File: src/rtl/core/bfd_pkg.sv
// bfd_pkg: shared types and constants for the bfd session responder
// used by bfd_ctrl, bfd_dp and bfd_session_responder; no dependencies
`timescale 1ns / 1ps

package bfd_pkg;

    localparam int SESSIONS_DEF = 16;

    localparam logic [19:0] MAX_MS_RST = 20'd1000;
    localparam logic [23:0] MIN_US_RST = 24'd10000;

    // operation codes of the func field
    localparam logic [1:0] FN_PACKET   = 2'd0;
    localparam logic [1:0] FN_TICK     = 2'd1;
    localparam logic [1:0] FN_TRANSMIT = 2'd2;
    localparam logic [1:0] FN_SHUTDOWN = 2'd3;

    // session phases
    localparam logic [1:0] PH_INIT = 2'd0;
    localparam logic [1:0] PH_UP   = 2'd1;
    localparam logic [1:0] PH_DOWN = 2'd2;
    localparam logic [1:0] PH_DONE = 2'd3;

    // state codes written into packets
    localparam logic [1:0] SC_DOWN = 2'd1;
    localparam logic [1:0] SC_INIT = 2'd2;
    localparam logic [1:0] SC_UP   = 2'd3;

    // register indexes
    localparam logic CFG_MAX_MS = 1'b0;
    localparam logic CFG_MIN_US = 1'b1;

    typedef enum logic [2:0] {
        ST_IDLE,
        ST_PREP,
        ST_READ,
        ST_EVAL,
        ST_FINISH,
        ST_RESULT
    } ctrl_state_t;

    // controller to datapath
    typedef struct packed {
        logic load;
        logic scan_first;
        logic rd;
        logic eval;
        logic finish;
        logic emit;
    } dp_cmd_t;

    // datapath to controller
    typedef struct packed {
        logic last_slot;
        logic prep_done;
    } dp_stat_t;

endpackage

File: src/rtl/core/bfd_ctrl.sv
// bfd_ctrl: sequencer that walks the session table once per transaction
// depends on bfd_pkg
`timescale 1ns / 1ps

module bfd_ctrl
    import bfd_pkg::*;
(
    input  logic     clk,
    input  logic     rst_n,
    input  logic     start,
    input  dp_stat_t stat,
    output logic     busy,
    output dp_cmd_t  cmd
);

    ctrl_state_t state_reg, state_next;

    always_ff @(posedge clk or negedge rst_n)
    begin
        if (!rst_n)
            state_reg <= ST_IDLE;
        else
            state_reg <= state_next;
    end

    // next state
    always_comb
    begin
        state_next = state_reg;
        case (state_reg)
            ST_IDLE:   if (start) state_next = ST_PREP;
            ST_PREP:   if (stat.prep_done) state_next = ST_READ;
            ST_READ:   state_next = ST_EVAL;
            ST_EVAL:   state_next = stat.last_slot ? ST_FINISH : ST_READ;
            ST_FINISH: state_next = ST_RESULT;
            ST_RESULT: state_next = ST_IDLE;
            default:   state_next = ST_IDLE;
        endcase
    end

    // outputs
    always_comb
    begin
        cmd  = '0;
        busy = 1'b1;
        case (state_reg)
            ST_IDLE:
            begin
                busy     = 1'b0;
                cmd.load = start;
            end
            ST_PREP:   cmd.scan_first = stat.prep_done;
            ST_READ:   cmd.rd = 1'b1;
            ST_EVAL:   cmd.eval = 1'b1;
            ST_FINISH: cmd.finish = 1'b1;
            ST_RESULT: cmd.emit = 1'b1;
            default:   busy = 1'b1;
        endcase
    end

endmodule

File: config.mk
export PLATFORM = sky130hd
export DESIGN_NAME = bfd_ctrl
export DESIGN_NICKNAME = d
export VERILOG_FILES = /design/src/rtl/core/bfd_pkg.sv /design/src/rtl/core/bfd_ctrl.sv
export SDC_FILE = /design/constraint.sdc
export NUM_CORES = 1
export LEC_CHECK = 0
export ABC_AREA = 1
export BUFFER_PORTS_ARGS = -buffer_cell sky130_fd_sc_hd__buf_2
export CAP_MARGIN = 20
export CORE_AREA = 2 2 39 41
export CTS_BUF_LIST = sky130_fd_sc_hd__clkbuf_16
export DETAILED_ROUTE_END_ITERATION = 8
export DIE_AREA = 0 0 41 43
export HOLD_SLACK_MARGIN = 0.03
export SLEW_MARGIN = 20
export SYNTH_ARGS = -nofsm -noshare
export SYNTH_HDL_FRONTEND = slang
export SYNTH_SLANG_ARGS = --single-unit
File: constraint.sdc
create_clock -name clk -period 1.6 [get_ports clk]
set_input_delay 0.24 -clock clk [delete_from_list [all_inputs] [get_ports clk]]
set_output_delay 0.24 -clock clk [all_outputs]
set_load 0.02 [all_outputs]
# Word-level counts from Yosys, hierarchy flattened
# Index checks and enable logic that the tools add are counted.
# word_totals
register_bits	3
inputBits	5
out_inout_bits	7
wordCells	21
# op_classes
n_eq_ne	7
n_mux	11
reduce_logical	2
# ops
operator	n
one-hot mux 3 bit (5 select lines)	1
two-way mux 3 bit	3
two-way mux 1 bit	7
equality test 3 x 2 -> 1 bit, second input constant	2
equality test 3 bit, second input constant	2
inequality test 2 bit, second input constant	2
equality test 3 x 1 -> 1 bit, second input constant	1
logical NOT 3 bit	1
AND reduction 2 bit	1

# Logic depth before layout (Yosys ltp)
# Gate-level depths: netlist of run 1.
# depth
ltp_word	3
depth_mapped	5
mapped_depth_nobuf	5

# Worst setup path before layout of run 1
# OpenSTA, ideal clock, no wires.
# synth_path
path_type	register to output
start	register state_reg[1]
end	output cmd[4] (netlist bit)
arrival_time_ps	1207
required_ps	1360
slack_ps	153
path_stages_with_launch	3
cell_sequence	dfrtp_1 > buf_6 > nor4_1
# synth_rtl
item	line	rtl
start, declared	bfd_ctrl.sv:16	ctrl_state_t state_reg, state_next;
start signal, assigned	bfd_ctrl.sv:23	state_reg <= state_next;
end, declared	bfd_ctrl.sv:13	output dp_cmd_t cmd

==> results of run 1 <==
## cell usage after synthesis (all sizes together)
cell type	instances
o21ai	1
buf	1
dfrtp	3
inv	8
nand2	5
nor3	2
nor2	5
nor4	1
a21oi	1
nand3	5
## cell type report
class,count,area share [%]
clock inverters,1,1.01
multi-input cells,20,27.6
inverters,8,8.08
flip-flops and latches,3,20.2
clock buffers,3,20.2
well taps,16,5.39
repair buffers,12,17.5
## cell families after synthesis
family,after synthesis
flip-flops,3
AND/OR/NAND/NOR,18
buffers and inverters,9
AO/OA/AOI/OAI,2
## repair_timing
| item | in CTS | in global routing |
|---|---|---|
| endpoints found under the setup margin | 0 | 0 |
| hold buffers | 1 | 0 |
| hold endpoints to repair | 3 | 0 |
## power groups by stage
stage               Sequential (mW)  Combinational [mW]  Clock (mW)
finish                        0.182               0.384       0.389
global route                  0.189               0.427       0.407
CTS                           0.182               0.391       0.395
detailed placement            0.182               0.385           0
global placement              0.181               0.377           0
floorplan                     0.147               0.337           0
## worst register-to-register path: stages (launching register included)
cell	delay, ns
dfrtp_1	0.47
nor2_2	0.17
nand3_1	0.11
inv_1	0.08
a21oi_2	0.03
## per-stage QoR
stage               instance area [µm²]  cells  worst slack, ns
floorplan                           219     32            0.153
global placement                    283     58            0.368
detailed placement                  283     58            0.375
CTS                                 372     63            0.134
global route                        372     63           0.0729
finish                              372     63            0.150
## routing by layer
metal	GRT usage, %	up-vias	routed length (µm)
met4	10.0	0	14
met1	8.06	106	236
li1	-	129	-
met2	10.3	15	224
met3	3.66	2	62
met5	0	-	0
## final timing paths
path | startpoint | to | slack (ns)
hold reg to reg | state_reg[2] | state_reg[0] | 0.63
max in group asynchronous | rst_n | state_reg[2] | 1.15
setup reg to reg | state_reg[1] | state_reg[0] | 0.62
setup / recovery | state_reg[1] | cmd[4] | 0.15
min in group asynchronous | rst_n | state_reg[1] | 0.34
hold / removal | stat[1] | state_reg[2] | 0.26
==> reports/results.tsv, run 1 <==
stage	metric	value	unit
run_status	status	completed	
critical_path	crit_chain	nor4_1, buf_2	
clocking	cts_setup_buffers	0	
finish	mostFrequentLayoutCells	11 x buf_2, 5 x inv_1, 5 x nand2_1, 4 x inv_2, 4 x nand3_1	
die	pin_count	12	
die	die_y	43	µm
worst_hold_path	worstHoldPathCells	3	
finish	final_common_cell	buf_2	
clocking	clockRootBuffer	clkbuf_16	
clocking	numCtsBuffers	3	
finish	n_fill_cell	156	
pwr	vdd_drop_max	0.000793	V
sta	slew-limit-headroom	80.6	%
pwr	switching_share	40.3	%
synth	yosysTopAreaCell	dfrtp_1	
synth	post_synth.cell_area_avg	6.84	µm²
sta	final-max-slew-violation-count	0	
die	die_area	1760	µm²
clocking	htreeDepth	1	
pwr	switching_power	385	µW
grt	track_usage	8.04	%
detailed_routing	drc	0	
sta	fin_skew	0.00211	ns
pwr	p_comb_share	40.2	%
finish	layout.nets	53	
critical_path	reg2regPathDepth	4	
place	io_buffers	11	
grt	grt_start_max_net_pins	9	
pwr	p_leak	0.212	nW
pwr	power	954	µW
die	start_util	15.8	%
finish	largest_reg_flops	3	
detailed_routing	ant_nets	0	
place	gp_congestion	0.706	
critical_path	crit_path_max_fanout	8	
critical_path	endpoint_kind	output port	
finish	multiInputGateArea	103	µm²
flow_run	drv_cap	0	
finish	diodes	0	
critical_path	cp_top_family	flip-flops	
pwr	p_per_area	2570	nW/µm²
synth	synthCells	32	
pwr	p_int	570	µW
clocking	cts_tree	yes	
sta	layout_min_cycle_time	1.45	ns
grt	antenna_found_initial	0	
worst_hold_path	hold_path_class	in -> reg	
clocking	clk-insertion-delay-late	0.22	ns
critical_path	critPathRequiredTime	1.36	ns
synth	synth_adder_area_share	0	%
finish	area_growth_syn_to_layout	69.7	%
critical_path	crit_buf_inv	1	
synth	synth_area_leaders	dfrtp_1 34%, nand3_1 9.1%, nand2_1 8.6%, inv_1 6.9%, inv_2 6.9%	
clocking	cts_resized	0	
sta	finalSetupViolCount	0	
synth	synthesis.area	219	µm²
synth	muxShareOfSynthArea	0	%
die	die_w	41	µm
synth	ys_types	13	
clocking	cts_sinks	3	
finish	seq_area	75.1	µm²
sta	whs	0.260	ns
synth	synth_fp_nets	37	
critical_path	start_kind	flop	
clocking	path_clk_slew	0.03	ns
clocking	cts_buffer_depth	2	
critical_path	cp_num_cells	2	
die	rows	14	
grt	grt_pass1_vias	229	
grt	grt_pass1_wl	855	µm
sta	worst-slew-pin-transition	0.291	ns
detailed_routing	vias_per_cell	4.00	
synth	ys_ff_latch	3	
critical_path	cp_slowest_stage_delay	0.47	ns
detailed_routing	wl_per_cell	8.52	µm
sta	period_share	90.6	%
detailed_routing	dr.pass1.iters	4	
grt	overflow	0	
finish	drive_gt1_share	46.8	%
critical_path	crit_slowest_cell	dfrtp_1	
detailed_routing	num_vias	252	
sta	rsz0062_at_grt	no	
synth	synth_compound_area_share	6.29	%
detailed_routing	drtIter0Drc	2	
detailed_routing	wirelength	537	µm
synth	synth_top_family_by_area	simple AND/OR/NAND/NOR gates	
pwr	p_seq_share	19.0	%
place	hpwl	396	µm
sta	tns	0	ns
synth	yosysSeqAreaShare	34.3	%
pwr	clock_power_share	40.7	%
finish	post-route-util	26.9	%
critical_path	worstSetupPathType	reg -> out	
critical_path	cp.arrival	1.21	ns
sta	max_freq	0.690	GHz
synth	synthSimpleGateAreaFrac	40.6	%
synth	synthXorXnorAreaFrac	0	%
synth	yosys_warnings	0	
synth	synth.top_cell.area_share	34.3	%
sta	hold_viol	0	
die	core_area	1380	µm²
Power figures use the tool's default switching activity.
==> run 2, diff against run 1 <==
Settings changed: RECOVER_POWER set to 100.
==> run 2 against run 1 <==
  * Sequential cell count did not move
  * Combinational power fell by 5.5%
  * Clock power barely moved
  * Clock-buffer cell count did not move
  * Sequential share of layout area rose by 0.56 points
  * Register-to-register slack barely moved
  * Cell area fell by 2.7%
  * Sequential power barely moved
  * Global-route usage did not move
==> reports/results.tsv, run 2 (synthesis gave the netlist of run 1 again) <==
stage	metric	value	unit	change
critical_path	reg2regPathDepth	4		unchanged
critical_path	critPathCapture	cmd[1]		
place	placed_cell_area	283	µm²	unchanged
die	die_area	1760	µm²	unchanged
critical_path	crit_buf_inv	2		+1
pwr	power	931	µW	-2.5%
grt	grt_start_max_net_pins	9		unchanged
sta	fin_skew	0.00191	ns	-0.000204 ns
die	die_y	43	µm	unchanged
sta	hold_viol	0		unchanged
detailed_routing	dr.pass1.iters	4		unchanged
finish	drive_gt1_share	31.9	%	-15 points
critical_path	crit_path_max_fanout	8		unchanged
clocking	htreeDepth	1		unchanged
die	pin_count	12		unchanged
sta	rsz0062_at_grt	no		
critical_path	timing.rr.start	state_reg[1]		
detailed_routing	vias_per_cell	3.92		-2.0%
sta	finalSetupViolCount	0		unchanged
critical_path	critPathRequiredTime	1.36	ns	about the same
place	hpwl	396	µm	unchanged
flow_run	drv_cap	0		unchanged
clocking	numCtsBuffers	3		unchanged
grt	grt_pass1_wl	855	µm	unchanged
finish	n_fill_cell	162		+3.8%
grt	overflow	0		unchanged
critical_path	crit_slowest_cell	dfrtp_1		
finish	finalNonFillerCells	63		unchanged
critical_path	cp_slowest_stage_delay	0.47	ns	about the same
sta	final-max-slew-violation-count	0		unchanged
critical_path	r2r_slack	0.62	ns	about the same
critical_path	r2r-end	state_reg[1]		
clocking	cts_buffer_depth	2		unchanged
finish	layout.nets	53		unchanged
clocking	cts_sinks	3		unchanged
pwr	vdd_drop_max	0.000769	V	-3.0%
die	start_util	15.8	%	unchanged
critical_path	start_kind	flop		
critical_path	endpoint_kind	output port		
run_status	status	completed		
critical_path	crit_chain	nor2_2, inv_2, nor2_1, clkbuf_1		
finish	largest_reg_flops	3		unchanged
finish	seq_area	75.1	µm²	unchanged
sta	worst_slack	0.115	ns	-0.0351 ns
sta	slew-limit-headroom	80.8	%	+0.19 points
grt	grt_pass1_vias	229		unchanged
finish	final_common_cell	inv_1		
finish	multiInputGateArea	98.8	µm²	-3.7%
critical_path	crit_start	state_reg[1]		
clocking	clk-insertion-delay-late	0.22	ns	about the same
sta	max_freq	0.674	GHz	-2.4%
place	pre_cts_slack	0.375	ns	unchanged
sta	worst-slew-pin-transition	0.289	ns	-0.00286 ns
clocking	clockRootBuffer	clkbuf_16		
die	core_area	1380	µm²	unchanged
clocking	path_clk_slew	0.03	ns	about the same
pwr	p_leak	0.192	nW	-9.8%
place	io_buffers	11		unchanged
critical_path	worstSetupPathType	reg -> out		
critical_path	cp_num_cells	4		+2
sta	period_share	92.8	%	+2.2 points
place	gp_congestion	0.706		unchanged
finish	mostFrequentLayoutCells	6 x inv_1, 5 x nand2_1, 5 x clkbuf_1, 4 x nand3_1, 4 x buf_2		
detailed_routing	drtIter0Drc	7		+5
finish	diodes	0		unchanged
clocking	cts_tree	yes		
detailed_routing	drc	0		unchanged
place	placedCellCount	58		unchanged
critical_path	cp_top_family	flip-flops		
die	rows	14		unchanged
worst_hold_path	hold_path_class	in -> reg		
sta	tns	0	ns	unchanged
detailed_routing	num_vias	247		-2.0%
detailed_routing	wl_per_cell	8.41	µm	-1.3%
detailed_routing	ant_nets	0		unchanged
grt	antenna_found_initial	0		unchanged
finish	area_growth_syn_to_layout	65.1	%	
die	die_w	41	µm	unchanged
detailed_routing	wirelength	530	µm	-1.3%
sta	layout_min_cycle_time	1.48	ns	+0.0351 ns
critical_path	cp.arrival	1.24	ns	+0.03 ns
finish	final_area	362	µm²	-2.7%
grt	track_usage	8.04	%	unchanged
pwr	p_per_area	2570	nW/µm²	+0.20%
run 2: how the worst min path moves through the flow:
stage / start / to / cells after the start
6_report: stat[1] / state_reg[2] / 3
5_1_grt: stat[1] / state_reg[2] / 3
4_1_cts: stat[1] / state_reg[2] / 3
3_5_place_dp: rst_n / state_reg[2] / 1
3_3_place_gp: rst_n / state_reg[0] / 1
2_1_floorplan: rst_n / state_reg[0] / 0
run 2: area by class of cell:
type                       count  area share (%)
timing repair buffer          12            16.3
clock buffer                   3            20.8
clock inverter                 1            1.04
tap                           16            5.54
sequential                     3            20.8
inverter                       8            8.30
multi-input combinational     20            27.3
run 2: stage by stage:
stage          util, %  hold WS, ns
2_1_floorplan        -      -0.0556
3_3_place_gp      20.4       0.0360
3_5_place_dp      20.4       0.0362
4_1_cts           26.9        0.259
5_1_grt           26.1        0.277
6_report          26.1        0.260
run 2: timing repair:
action,4_1_cts,5_1_grt
hold buffers,1,0
resized for setup,0,0
buffers inserted,0,0
endpoints found under the hold margin,3,0
run 2: worst min-delay path: stages:
cell     delay [ns]
buf_2          0.09
nand2_1        0.05
o21ai_1        0.06
run 2: where the power goes:
group	internal (mW)	total [mW]	leakage (nW)	switching, mW
sequential	0.114	0.180	0.0373	0.0657
clock	0.322	0.387	0.0423	0.0655
combinational	0.116	0.363	0.112	0.247
total	0.553	0.931	0.192	0.378
run 2: routing by layer:
metal,track usage (%),part of all wire (%),vias to the layer above
met2,10.3,45,13
li1,-,-,130
met3,3.66,9.2,0
met1,8.06,45,104
met5,0,0,-
met4,10.0,0,0
